**config.mk**
```make
export PLATFORM = sky130hd
export DESIGN_NAME = indexed_list_store_top
export DESIGN_NICKNAME = d
export VERILOG_FILES = /design/src/design/ils_pkg.sv /design/src/design/indexed_list_store_top.sv /design/src/design/ils_ctrl.sv /design/src/design/ils_datapath.sv
export SDC_FILE = /design/constraint.sdc
export NUM_CORES = 1
export LEC_CHECK = 0
export BUFFER_PORTS_ARGS = -buffer_cell sky130_fd_sc_hd__buf_4
export CAP_MARGIN = 30
export CORE_ASPECT_RATIO = 0.5
export CORE_MARGIN = 4
export CORE_UTILIZATION = 50
export DETAILED_ROUTE_END_ITERATION = 12
export GPL_ROUTABILITY_DRIVEN = 0
export PLACE_DENSITY_LB_ADDON = 0.12
export SYNTH_ARGS = -nofsm -noshare
export SYNTH_HDL_FRONTEND = slang
export SYNTH_SLANG_ARGS = --single-unit
export TNS_END_PERCENT = 20
```
**constraint.sdc**
```tcl
create_clock -name clock -period 17.6 [get_ports clock]
set_input_delay 1.76 -clock clock [delete_from_list [all_inputs] [get_ports clock]]
set_output_delay 1.76 -clock clock [all_outputs]
set_load 0.005 [all_outputs]
```
**src/design/ils_pkg.sv**
```systemverilog
// Shared constants, operation codes and controller/datapath bundles for the
// indexed list store. No dependencies.
package ils_pkg;

   localparam int DEPTH   = 16;
   localparam int DATA_W  = 32;
   localparam int IDX_W   = (DEPTH > 1) ? $clog2(DEPTH) : 1;
   localparam int CNT_W   = $clog2(DEPTH + 1);
   localparam int OP_W    = 3;
   localparam int VALUE_W = 32;
   localparam int POS_W   = 4;
   localparam int CAP_W   = 5;
   localparam int CSR_AW  = 3;
   localparam int CSR_DW  = 32;
   localparam int LIM_W   = (CAP_W > CNT_W) ? CAP_W : CNT_W;

   localparam logic [CAP_W-1:0]  CAP_RESET = CAP_W'(16);
   localparam logic [CNT_W-1:0]  DEPTH_CNT = CNT_W'(DEPTH);

   // register index of the capacity register (paddr bit 2)
   localparam logic REG_CAPACITY = 1'b0;

   localparam logic [OP_W-1:0] OP_INSERT       = 3'd0;
   localparam logic [OP_W-1:0] OP_REMOVE_LAST  = 3'd1;
   localparam logic [OP_W-1:0] OP_REMOVE_FIRST = 3'd2;
   localparam logic [OP_W-1:0] OP_REMOVE_AT    = 3'd3;
   localparam logic [OP_W-1:0] OP_QUERY_FIRST  = 3'd4;
   localparam logic [OP_W-1:0] OP_QUERY_NEXT   = 3'd5;
   localparam logic [OP_W-1:0] OP_QUERY_AT     = 3'd6;

   typedef struct packed {
      logic             load;       // capture the request fields
      logic             exec;       // finish the transaction, emit a result
      logic             append;     // write value at position fill
      logic             remove;     // drop entry at addr and close the gap
      logic             read;       // result word comes from entry at addr
      logic             set_first;  // cursor to 1, mark valid
      logic             advance;    // cursor + 1
      logic             ok;
      logic [IDX_W-1:0] addr;
   } ctrl_cmd_type;

   typedef struct packed {
      logic [OP_W-1:0]  op;
      logic [POS_W-1:0] pos;
      logic [CNT_W-1:0] fill;
      logic [CNT_W-1:0] cursor;
      logic             cursor_valid;
   } dp_status_type;

endpackage

```
**src/design/indexed_list_store_top.sv**
```systemverilog
// Top level of the indexed list store: capacity register on the CSR port,
// controller and datapath. Uses ils_pkg, ils_ctrl, ils_datapath.
//
//   channel   direction  handshake            payload
//   request   in         start / busy         req_operation, req_value, req_position
//   result    out        rsp_strobe (1 cyc)   rsp_ok, rsp_word, rsp_count
//   csr       in/out     psel/penable/pready  capacity at byte address 0
//
// A transaction accepted at a clock edge executes in the following cycle (busy high)
// and its result is registered at the end of that execute cycle onto the rsp_ ports.
// No new request is taken while busy is high, so each transaction finishes before
// the next is taken; a removal shifts the entries from addr upward in the execute cycle.
// Reset clears fill, cursor and the sequencer and sets capacity to 16; entry
// contents are not cleared. The result side cannot stall.
module indexed_list_store_top (
   input  logic                        clock,
   input  logic                        reset,
   input  logic                        start,
   output logic                        busy,
   input  logic [ils_pkg::OP_W-1:0]    req_operation,
   input  logic [ils_pkg::VALUE_W-1:0] req_value,
   input  logic [ils_pkg::POS_W-1:0]   req_position,
   output logic                        rsp_strobe,
   output logic                        rsp_ok,
   output logic [ils_pkg::VALUE_W-1:0] rsp_word,
   output logic [ils_pkg::CNT_W-1:0]   rsp_count,
   input  logic                        csr_psel,
   input  logic                        csr_penable,
   input  logic                        csr_pwrite,
   input  logic [ils_pkg::CSR_AW-1:0]  csr_paddr,
   input  logic [ils_pkg::CSR_DW-1:0]  csr_pwdata,
   output logic [ils_pkg::CSR_DW-1:0]  csr_prdata,
   output logic                        csr_pready
);
   import ils_pkg::*;

   logic [CAP_W-1:0] capacity_ff;
   logic             csr_write;
   ctrl_cmd_type     cmd;
   dp_status_type    status;

   assign csr_pready = 1'b1;
   assign csr_write  = csr_psel && csr_penable && csr_pwrite && csr_pready;

   always_ff @(posedge clock) begin
      if (reset) begin
         capacity_ff <= CAP_RESET;
      end else if (csr_write && (csr_paddr[2] == REG_CAPACITY)) begin
         capacity_ff <= csr_pwdata[CAP_W-1:0];
      end
   end

   assign csr_prdata = (csr_paddr[2] == REG_CAPACITY) ? CSR_DW'(capacity_ff) : '0;

   ils_ctrl u_ctrl (
      .clock    (clock),
      .reset    (reset),
      .start    (start),
      .busy     (busy),
      .capacity (capacity_ff),
      .status   (status),
      .cmd      (cmd)
   );

   ils_datapath u_datapath (
      .clock         (clock),
      .reset         (reset),
      .req_operation (req_operation),
      .req_value     (req_value),
      .req_position  (req_position),
      .cmd           (cmd),
      .status        (status),
      .rsp_strobe    (rsp_strobe),
      .rsp_ok        (rsp_ok),
      .rsp_word      (rsp_word),
      .rsp_count     (rsp_count)
   );

   // the execute phase never stalls: busy is always low in the cycle after it is high
   a_exec_one_cycle: assert property (@(posedge clock) disable iff (reset)
      busy |=> !busy)
      else $error("execute phase longer than one cycle");

   // every result traces back to an earlier request taken while the block was idle
   a_result_source: assert property (@(posedge clock) disable iff (reset)
      rsp_strobe |-> $past(start && !busy, 2))
      else $error("result without a matching request");

   a_fail_zero_word: assert property (@(posedge clock) disable iff (reset)
      (rsp_strobe && !rsp_ok) |-> (rsp_word == '0))
      else $error("failed transaction returned a nonzero word");

   a_count_bound: assert property (@(posedge clock) disable iff (reset)
      rsp_strobe |-> (rsp_count <= DEPTH_CNT))
      else $error("count exceeds depth");

endmodule

```
**src/design/ils_ctrl.sv**
```systemverilog
// Controller for the indexed list store: two-state sequencer that decodes
// the captured operation and issues datapath commands. Uses ils_pkg.
module ils_ctrl (
   input  logic                  clock,
   input  logic                  reset,
   input  logic                  start,
   output logic                  busy,
   input  logic [ils_pkg::CAP_W-1:0] capacity,
   input  ils_pkg::dp_status_type status,
   output ils_pkg::ctrl_cmd_type  cmd
);
   import ils_pkg::*;

   localparam logic ST_IDLE = 1'b0;
   localparam logic ST_EXEC = 1'b1;

   logic             state_ff;
   logic             state_in;
   logic             pos_held;
   logic             not_empty;
   logic             room;
   logic             next_held;
   logic [CNT_W-1:0] fill_less;

   always_ff @(posedge clock) begin
      if (reset) begin
         state_ff <= ST_IDLE;
      end else begin
         state_ff <= state_in;
      end
   end

   always_comb begin
      case (state_ff)
         ST_IDLE: state_in = start ? ST_EXEC : ST_IDLE;
         ST_EXEC: state_in = ST_IDLE;
         default: state_in = ST_IDLE;
      endcase
   end

   assign busy = (state_ff == ST_EXEC);

   assign fill_less = status.fill - CNT_W'(1);
   assign not_empty = (status.fill != '0);
   assign pos_held  = {{CNT_W{1'b0}}, status.pos} < {{POS_W{1'b0}}, status.fill};
   assign room      = (LIM_W'(status.fill) < LIM_W'(capacity)) && (status.fill < DEPTH_CNT);
   assign next_held = status.cursor_valid && (status.cursor < status.fill)
                      && (status.cursor < DEPTH_CNT);

   always_comb begin
      cmd           = '0;
      cmd.load      = (state_ff == ST_IDLE) && start;
      cmd.exec      = (state_ff == ST_EXEC);
      if (state_ff == ST_EXEC) begin
         case (status.op)
            OP_INSERT: begin
               cmd.ok     = room;
               cmd.append = room;
            end
            OP_REMOVE_LAST: begin
               cmd.ok     = not_empty;
               cmd.remove = not_empty;
               cmd.read   = not_empty;
               cmd.addr   = fill_less[IDX_W-1:0];
            end
            OP_REMOVE_FIRST: begin
               cmd.ok     = not_empty;
               cmd.remove = not_empty;
               cmd.read   = not_empty;
            end
            OP_REMOVE_AT: begin
               cmd.ok     = pos_held;
               cmd.remove = pos_held;
               cmd.read   = pos_held;
               cmd.addr   = IDX_W'(status.pos);
            end
            OP_QUERY_FIRST: begin
               cmd.ok        = not_empty;
               cmd.read      = not_empty;
               cmd.set_first = not_empty;
            end
            OP_QUERY_NEXT: begin
               cmd.ok      = next_held;
               cmd.read    = next_held;
               cmd.advance = next_held;
               cmd.addr    = IDX_W'(status.cursor);
            end
            OP_QUERY_AT: begin
               cmd.ok   = pos_held;
               cmd.read = pos_held;
               cmd.addr = IDX_W'(status.pos);
            end
            default: begin
               cmd.ok = 1'b0;
            end
         endcase
      end
   end

endmodule

```
**src/design/ils_datapath.sv**
```systemverilog
// Datapath for the indexed list store: request capture, entry array with
// parallel shift-down, fill/cursor counters and result registers. Uses ils_pkg.
module ils_datapath (
   input  logic                        clock,
   input  logic                        reset,
   input  logic [ils_pkg::OP_W-1:0]    req_operation,
   input  logic [ils_pkg::VALUE_W-1:0] req_value,
   input  logic [ils_pkg::POS_W-1:0]   req_position,
   input  ils_pkg::ctrl_cmd_type       cmd,
   output ils_pkg::dp_status_type      status,
   output logic                        rsp_strobe,
   output logic                        rsp_ok,
   output logic [ils_pkg::VALUE_W-1:0] rsp_word,
   output logic [ils_pkg::CNT_W-1:0]   rsp_count
);
   import ils_pkg::*;

   logic [OP_W-1:0]    op_ff;
   logic [VALUE_W-1:0] value_ff;
   logic [POS_W-1:0]   pos_ff;
   logic [DATA_W-1:0]  entries_ff [DEPTH];
   logic [CNT_W-1:0]   fill_ff;
   logic [CNT_W-1:0]   fill_in;
   logic [CNT_W-1:0]   cursor_ff;
   logic               cursor_valid_ff;
   logic [DATA_W-1:0]  rd_data;
   logic               strobe_ff;
   logic               ok_ff;
   logic [VALUE_W-1:0] word_ff;
   logic [CNT_W-1:0]   count_ff;

   always_ff @(posedge clock) begin
      if (cmd.load) begin
         op_ff    <= req_operation;
         value_ff <= req_value;
         pos_ff   <= req_position;
      end
   end

   // entries above fill hold stale data and are never read
   always_ff @(posedge clock) begin
      if (cmd.append) begin
         entries_ff[IDX_W'(fill_ff)] <= value_ff[DATA_W-1:0];
      end else if (cmd.remove) begin
         for (int i = 0; i < DEPTH - 1; i++) begin
            if (IDX_W'(i) >= cmd.addr) begin
               entries_ff[i] <= entries_ff[i+1];
            end
         end
      end
   end

   assign rd_data = entries_ff[cmd.addr];

   always_comb begin
      fill_in = fill_ff;
      if (cmd.append) begin
         fill_in = fill_ff + CNT_W'(1);
      end else if (cmd.remove) begin
         fill_in = fill_ff - CNT_W'(1);
      end
   end

   always_ff @(posedge clock) begin
      if (reset) begin
         fill_ff         <= '0;
         cursor_ff       <= '0;
         cursor_valid_ff <= 1'b0;
         strobe_ff       <= 1'b0;
      end else begin
         fill_ff   <= fill_in;
         strobe_ff <= cmd.exec;
         if (cmd.set_first) begin
            cursor_ff       <= CNT_W'(1);
            cursor_valid_ff <= 1'b1;
         end else if (cmd.advance) begin
            cursor_ff <= cursor_ff + CNT_W'(1);
         end
      end
   end

   always_ff @(posedge clock) begin
      if (cmd.exec) begin
         ok_ff    <= cmd.ok;
         word_ff  <= cmd.read ? VALUE_W'(rd_data) : '0;
         count_ff <= fill_in;
      end
   end

   assign status.op           = op_ff;
   assign status.pos          = pos_ff;
   assign status.fill         = fill_ff;
   assign status.cursor       = cursor_ff;
   assign status.cursor_valid = cursor_valid_ff;

   assign rsp_strobe = strobe_ff;
   assign rsp_ok     = ok_ff;
   assign rsp_word   = word_ff;
   assign rsp_count  = count_ff;

endmodule

```
==> flow_summary.toml, run 1 <==
[clocking]
clock_path_buffers = 3
clkSinkCount = 607
post-cts-setup-buffers = 0
numCtsBuffers = 55
cts_htree_levels = 2
root_buffer = "clkbuf_16"
hold_buffers = 0
clk_pin_slew_worst_paths_ns = 0.07
clkLatencyLatePin_ns = 0.61
cts_tree = "built"
ctsResizeCount = 0

[timing]
slew_headroom_pct = 34.0
max_freq_ghz = 0.196
finalClockSkew_ns = 0.0149
fin_crit_sh_pct = 29.1
finalSetupTns_ns = 0
fin_crit_ns = 5.11
finalSetupViolCount = 0
final_max_slew_viol_count = 0
rsz0062_at_grt = "false"
tightest_slew_ns = 0.990
final-hold-violation-count = 0

[outcome]
status = "finished, final reports clean"

[power]
switchingPower_uw = 714
pwr-share-clk_pct = 38.9
total_power_mw = 3.08
irDropWorstVdd_mv = 0.0798
power_leakage_nw = 11.3
comb_power_share_pct = 7.7
seqPwrFrac_pct = 53.4
p_int_mw = 2.36
p_sw_share_pct = 23.2
power.density_nw_per_um2 = 92.8

[floorplan]
core_region_area_sq_um = 58200
num_io_pins = 153
initial_core_util_pct = 51.3
die_h_um = 181
die_area_sq_um = 63900
core.rowCount = 62
chipWidth_um = 354

[setup_path]
cp.arrival_ns = 5.39
startpoint_type = "flip-flop"
crit_required_ns = 17.87
path_max_fanout = 49
worst-setup-path-type = "reg2reg"
end_kind = "flip-flop"

[synthesis]
ys_ff_latch = 607
avgSynthCellArea_sq_um = 14.3
syn_inst = 2091
synthesis.area_sq_um = 29800
async_reset_ff_share_pct = 0
ys_types = 64
synth_top_area_share_pct = 59.3
synth.area.top_cells = "edfxtp_1, mux2_2, mux2i_1, o2111ai_1, nor2_1"
synth_edf_count = 589
yosysWarningCount = 0
yosys_most_used_dff = "edfxtp_1"
synth_top_cell_by_area = "edfxtp_1"
yosysSeqAreaShare_pct = 60.5

[global_routing]
grt_pass1_vias = 18321
grt_overflow = 0
grt_pass1_wl_um = 125000
grt_util_all_layers_pct = 26.3
grt_max_degree = 138
antenna_found_initial = 0

[worst_hold_path]
min_path_type = "reg2reg"

[cells_and_area]
nets = 2223
layout_commonest_cell = "edfxtp_1"
layout_common_cells = "edfxtp_1, mux2_2, buf_4, nor2_1, mux2i_1"
drive_gt1_share_pct = 34.1
antennaDiodeCount = 0
areaGrowthSynthToFinish_pct = 11.0

[routing]
wl_per_cell_um = 29.4
drtAntennaViolNets = 0
wl_um = 86300
first_pass_iters = 5
dr_total_vias = 19209
post_drt_via_cell_ratio = 6.53
drc = 0
drtIter0Drc = 2338

[placed_design]
io_buffers = 95
dp_hpwl_um = 46800

[run]
cap_violations = 0
==> power by group through the flow <==
stage	clock network (mW)	registers (mW)	logic [mW]
6_report	1.20	1.64	0.238
5_1_grt	1.28	1.64	0.253
4_1_cts	1.21	1.64	0.236
3_5_place_dp	0	1.67	0.235
3_3_place_gp	0	1.67	0.230
2_1_floorplan	0	1.66	0.167
==> cell families after synthesis <==
logic type	synth area share [%]
XOR/XNOR	0.235
flip-flops	60.5
buffers and inverters	3.53
other	0.0252
AO/OA/AOI/OAI	8.07
AND/OR/NAND/NOR	5.43
adder cells (fa/ha/maj)	0.671
multiplexers	21.6
==> state kept, by name (all words and copies together), names as in the netlist, 3 cells and up <==
register,cells
u_datapath.value_ff,32
u_datapath.rsp_word,32
u_datapath.rsp_count,5
u_datapath.op_ff,3
u_datapath.fill_ff,5
u_datapath.cursor_ff,5
capacity_ff,5
u_datapath.pos_ff,4
u_datapath.entries_ff,512
==> final cells by class <==
type	instances	area (sq um)
fillers	4732	25000
flip-flops and latches	607	18100
multi-input cells	1295	11200
clock buffers	71	1460
repair buffers	156	1180
well taps	768	961
clock inverters	31	270
inverters	12	45.0
==> metal layers <==
metal	wire (um)	share of wire, %	GRT usage, %
met5	0	0	0
met2	36600	42	38.1
met1	39200	45	40.8
met3	8980	10	5.36
met4	1580	1.8	5.61
==> path summary, 6_finish.rpt <==
check                           cells after the start  slack [ns]                       endpoint                        from
worst min register to register                      2        0.46     u_datapath.cursor_valid_ff  u_datapath.cursor_valid_ff
worst max-delay path                               11       12.49  u_datapath.entries_ff[12][12]       u_datapath.fill_ff[0]
worst min-delay path                                2        0.46     u_datapath.cursor_valid_ff  u_datapath.cursor_valid_ff
worst max register to register                     11       12.49  u_datapath.entries_ff[12][12]       u_datapath.fill_ff[0]
==> worst max-delay path, stage by stage, from the launching register on <==
cell and delay [ns]:
dfxtp_1 0.52, inv_1 0.17, ha_1 0.38, nor2b_1 0.19, o32ai_4 0.23, buf_4 0.42
buf_4 0.77, o21ai_1 0.35, o21ai_4 0.76, buf_4 0.48, o21ai_4 0.09, buf_4 0.34
==> per-stage QoR <==
step | util, % | cell area, sq um | cells | hold WS (ns) | setup slack [ns]
after global placement | 54.0 | 31400 | 2837 | 0.440 | 12.59
after CTS | 57.0 | 33100 | 2940 | 0.464 | 12.53
after global routing | 57.0 | 33100 | 2940 | 0.489 | 12.30
after floorplan | - | 29900 | 2117 | 0.421 | 12.04
after detailed placement | 54.0 | 31400 | 2838 | 0.454 | 12.55
final | 57.0 | 33100 | 2940 | 0.461 | 12.49
==> Yosys cell counts, types with 4 or more instances <==
master     count
nand2_1       86
buf_2         53
o21ai_0       15
a21o_1        36
nand2b_1      40
dfxtp_1       18
clkbuf_1     106
o31ai_1        5
a31oi_1       34
buf_4         34
a21oi_1       19
o21ai_1        4
o211ai_1      34
ha_1          16
edfxtp_1     589
mux2_1        27
inv_1         12
a211o_1        4
o2111ai_1     64
nor3_1         5
mux2_2       457
nand3_1       41
or3_1         33
buf_6          7
nor2_1       123
mux2i_1       99
nor2b_1        9
a221oi_1      31
xnor2_1        5
a2bb2oi_1     31
No activity file was read; power rests on OpenSTA's default activity.
==> inputs of run 2 (changes only) <==
==> constraint.sdc (replaced) <==
create_clock -name clock -period 4.4 [get_ports clock]
set_input_delay 0.44 -clock clock [delete_from_list [all_inputs] [get_ports clock]]
set_output_delay 0.44 -clock clock [all_outputs]
set_load 0.005 [all_outputs]
==> run 2 against run 1 <==
Net effect: global-route usage is 0.48 points higher; largest cell class unchanged; register-to-register slack worse by 12 ns; worst setup slack worse by 12 ns; first-iteration DRC count is 8.9% lower; routed wire length is 1.6% higher; clock power grew to 4.3 times the previous value.
==> flow_summary.toml, run 2 (synthesis gave the netlist of run 1 again) <==
[setup_path]
startpoint_type = "flip-flop"
reg2reg_from = "u_datapath.op_ff[2]"
cp.arrival_ns = 4.14
r2r.worst_path.cells = 7
r2r_end = "u_datapath.rsp_word[27]"
end_kind = "flip-flop"
crit_required_ns = 4.71
path_max_fanout = 17
reg2reg_slack_ns = 0.57
worst-setup-path-type = "reg2reg"

[cells_and_area]
nets = 2299
layout_commonest_cell = "edfxtp_1"
fin_area_sq_um = 34200
areaGrowthSynthToFinish_pct = 14.4
antennaDiodeCount = 0
finish.utilization_pct = 58.7
layout_common_cells = "edfxtp_1, mux2_2, buf_4, nor2_1, mux2i_1"
fillers = 4594
largest_reg_flops = 512
drive_gt1_share_pct = 34.6
regMostFlops = "u_datapath.entries_ff"

[routing]
post_drt_via_cell_ratio = 6.46
wl_per_cell_um = 29.1
drc = 0
wl_um = 87700
first_pass_iters = 5
dr_total_vias = 19502
drtIter0Drc = 2130
drtAntennaViolNets = 0

[floorplan]
core.rowCount = 62
initial_core_util_pct = 51.3
chipWidth_um = 354
core_region_area_sq_um = 58200
die_h_um = 181
num_io_pins = 153
die_area_sq_um = 63900

[global_routing]
antenna_found_initial = 0
grt_pass1_wl_um = 129000
grt_overflow = 0
grt_util_all_layers_pct = 26.8
grt_pass1_vias = 19096
grt_max_degree = 52

[worst_hold_path]
hold_end = "capacity_ff[0]"
min_path_type = "in2reg"
hold-path-cell-count = 3
hold_start = "csr_pwdata[0]"

[clocking]
clkLatencyLatePin_ns = 0.62
numCtsBuffers = 55
cts_htree_levels = 2
cts_tree = "built"
clock_path_buffers = 3
clkSinkCount = 607
root_buffer = "clkbuf_16"
clk_pin_slew_worst_paths_ns = 0.06
ctsResizeCount = 0

[placed_design]
dp_hpwl_um = 53400
place_area_sq_um = 31900
dp_slack_ns = 0.702
io_buffers = 95

[timing]
fin_crit_ns = 3.83
finalSetupViolCount = 0
finalSetupTns_ns = 0
finalClockSkew_ns = 0.0165
worst_slack_ns = 0.571
rsz0062_at_grt = "false"
slew_headroom_pct = 32.6
final_max_slew_viol_count = 0
tightest_slew_ns = 1.01
max_freq_ghz = 0.261
fin_crit_sh_pct = 87.0
final-hold-violation-count = 0

[power]
power.density_nw_per_um2 = 372
irDropWorstVdd_mv = 0.301
power_leakage_nw = 11.8

[outcome]
status = "finished, final reports clean"

[run]
cap_violations = 0
[run 2: cell types whose count changed in the layout (fill, tap and decap cells not counted), sizes merged]
cell,previous run,this run
dlygate4sd3,0,38
clkinvlp,4,1
bufinv,4,9
clkbuf,71,70
buf,156,194
[run 2: what timing repair did]
item / 4_1_cts / 5_1_grt
hold buffers: 38 / 0
buffers inserted: 0 / 0
hold endpoints to repair: 38 / 0
[run 2: worst max path at each step]
| stage | end | slack (ns) | from |
|---|---|---|---|
| 3_5_place_dp | u_datapath.rsp_word[14] | 0.70 | u_datapath.fill_ff[0] |
| 2_1_floorplan | u_datapath.entries_ff[12][0] | -0.22 | u_ctrl.busy |
| 3_3_place_gp | u_datapath.rsp_word[27] | 0.74 | u_datapath.op_ff[2] |
| 6_report | u_datapath.rsp_word[27] | 0.57 | u_datapath.op_ff[2] |
| 5_1_grt | u_datapath.entries_ff[5][14] | 0.45 | u_datapath.fill_ff[0] |
| 4_1_cts | u_datapath.rsp_word[14] | 0.66 | u_datapath.fill_ff[0] |
[run 2: final cells by class]
cell class | instances | area [sq um] | area share, %
inverters | 12 | 45.0 | 0.132
clock buffers | 70 | 1480 | 4.32
flip-flops and latches | 607 | 18100 | 52.8
well taps | 768 | 961 | 2.81
clock inverters | 33 | 392 | 1.15
repair buffers | 232 | 2060 | 6.04
multi-input cells | 1295 | 11200 | 32.7
[run 2: power breakdown]
part	internal [mW]	switching, mW
registers	6.46	0.115
clock network	2.90	2.23
logic	0.454	0.550
total	9.81	2.89
[run 2: routing by layer]
metal	part of all wire (%)	GRT usage, %
met5	0	0
met4	1.9	5.61
met3	8.9	5.91
met2	43	39.5
met1	46	40.7
[run 2: critical path, stage by stage (launching register included)]
cell and delay, ns:
edfxtp_1 0.61, xnor2_1 0.68, o32ai_4 0.35, a211oi_4 0.86, buf_4 0.45, a221oi_1 0.16
o2111ai_1 0.20, a31oi_1 0.18
[run 2: per-stage QoR]
step                      power (mW)  instances  hold slack (ns)
after floorplan                 7.29       2117            0.421
after global placement          7.63       2874            0.435
after detailed placement        7.65       2875            0.440
after CTS                       12.8       3016           0.0299
after global routing            13.1       3017           0.0263
final                           12.7       3017           0.0606
==> inputs of run 3 (changes only) <==
--- a/config.mk
+++ b/config.mk
@@ -10,6 +10,7 @@
 export CORE_ASPECT_RATIO = 0.5
 export CORE_MARGIN = 4
 export CORE_UTILIZATION = 50
+export CTS_BUF_LIST = sky130_fd_sc_hd__clkbuf_2
 export DETAILED_ROUTE_END_ITERATION = 12
 export GPL_ROUTABILITY_DRIVEN = 0
 export PLACE_DENSITY_LB_ADDON = 0.12
==> run 3 against run 2 <==
Net effect: clock power shrank 28%; combinational power grew 5%; global-route usage grew 0.77 points; critical endpoint is now u_datapath.entries_ff[11][13]; clock skew grew 0.070 ns; critical path depth grew 3; critical path type unchanged; utilization shrank 0.092 points; largest power group unchanged; sequential share of layout area grew 0.083 points.
==> flow_summary.toml, run 3 (synthesis gave the netlist of run 1 again) <==
[outcome]
status = "finished, final reports clean"

[timing]
tightest_slew_ns = 0.973
final_max_slew_viol_count = 0
fin_crit_sh_pct = 87.3
final-hold-violation-count = 0
max_freq_ghz = 0.260
holdWs_ns = 0.207
worst_slack_ns = 0.561
fin_crit_ns = 3.84
rsz0062_at_grt = "false"
slew_headroom_pct = 34.9
finalClockSkew_ns = 0.0870
finalSetupViolCount = 0

[power]
total_power_mw = 11.3
power_leakage_nw = 12.0
power.density_nw_per_um2 = 331
irDropWorstVdd_mv = 0.237

[clocking]
root_buffer = "clkbuf_2"
clock_path_buffers = 3
cts_tree = "built"
clkLatencyLatePin_ns = 1.23
clk_pin_slew_worst_paths_ns = 0.13
cts_htree_levels = 4
numCtsBuffers = 137
clkSinkCount = 607
post-cts-setup-buffers = 0

[floorplan]
die_area_sq_um = 63900
chipWidth_um = 354
core_region_area_sq_um = 58200
core.rowCount = 62
initial_core_util_pct = 51.3
die_h_um = 181
num_io_pins = 153

[placed_design]
place_area_sq_um = 31900
dp_slack_ns = 0.702
io_buffers = 95
dp_hpwl_um = 53400

[cells_and_area]
nets = 2444
largest_reg_flops = 512
fin_area_sq_um = 34100
areaGrowthSynthToFinish_pct = 14.3
finish.utilization_pct = 58.6
layout_common_cells = "edfxtp_1, mux2_2, clkbuf_2, buf_4, nor2_1"
regMostFlops = "u_datapath.entries_ff"
drive_gt1_share_pct = 37.6
layout_commonest_cell = "edfxtp_1"

[routing]
drtIter0Drc = 2278
post_drt_via_cell_ratio = 6.31
wl_um = 89600
first_pass_iters = 5
drc = 0
drtAntennaViolNets = 0
wl_per_cell_um = 28.0
dr_total_vias = 20228

[setup_path]
cp_common_cell = "buf_4"
reg2reg_slack_ns = 0.56
cp.arrival_ns = 4.75
path_max_fanout = 32
cp_num_buf_inv = 3
path_delay_family = "buffers and inverters"
worst-setup-path-type = "reg2reg"
slowest_delay_ns = 0.63
crit_chain = "inv_1 -> ha_1 -> xor2_1 -> o211a_1 -> o21ai_0 -> buf_4 -> or2_0 -> nand2_2 -> buf_4 -> mux2_2"
crit_required_ns = 5.31
startpoint_type = "flip-flop"
crit_slowest_cell = "buf_4"
end_kind = "flip-flop"

[global_routing]
antenna_found_initial = 2
grt_max_degree = 52
grt_pass1_vias = 19966
grt_util_all_layers_pct = 27.5
grt_overflow = 0
grt_pass1_wl_um = 131000

[worst_hold_path]
min_path_type = "in2reg"

[run]
cap_violations = 0
## run 3: cell types whose count changed in the layout (fill, tap and decap cells not counted), sizes merged
cell	previous run	this run
dlygate4sd3	38	101
inv	13	17
clkinvlp	1	4
bufinv	9	2
clkbuf	70	200
clkinv	22	16
diode	0	2
## run 3: timing repair
action | 4_1_cts | 5_1_grt
hold endpoints to repair | 96 | 0
hold buffers | 101 | 0
resized for setup | 0 | 0
## run 3: metal layers
layer / wire length [um] / part of all wire, % / track usage, %
met5: 0 / 0 / 0
met3: 9520 / 11 / 7.19
met2: 38300 / 43 / 39.7
met4: 1810 / 2.0 / 7.66
met1: 40000 / 45 / 41.2
## run 3: path summary, 6_finish.rpt
kind                              startpoint                             to  cells past startpoint
setup reg to reg       u_datapath.fill_ff[0]  u_datapath.entries_ff[11][13]                     10
hold / removal                         reset          u_datapath.fill_ff[2]                      4
setup / recovery       u_datapath.fill_ff[0]  u_datapath.entries_ff[11][13]                     10
hold reg to reg   u_datapath.cursor_valid_ff     u_datapath.cursor_valid_ff                      2
## run 3: per-stage QoR
stage	instances	TNS [ns]
global placement	2874	0
CTS	3203	0
global route	3206	0
detailed placement	2875	0
floorplan	2117	-50.99
finish	3206	0
## run 3: tightest hold or removal path: cells and delay by family
family | cells | cell delay [ns]
mux | 1 | 0.14
buf+inv | 2 | 0.72
simple gates | 1 | 0.08
## run 3: power breakdown
group          switching (mW)  total [mW]  internal [mW]
sequential              0.115        6.56           6.45
clock                    2.35        3.67           1.32
combinational           0.560        1.05          0.488
## run 3: cell type report
cell class / count / area (sq um)
fill: 4690 / 24100
tap: 768 / 961
multi-input combinational: 1295 / 11200
clock buffer: 200 / 1000
timing repair buffer: 295 / 2700
sequential: 607 / 18100
clock inverter: 27 / 176
antenna: 2 / 5.00
inverter: 12 / 45.0
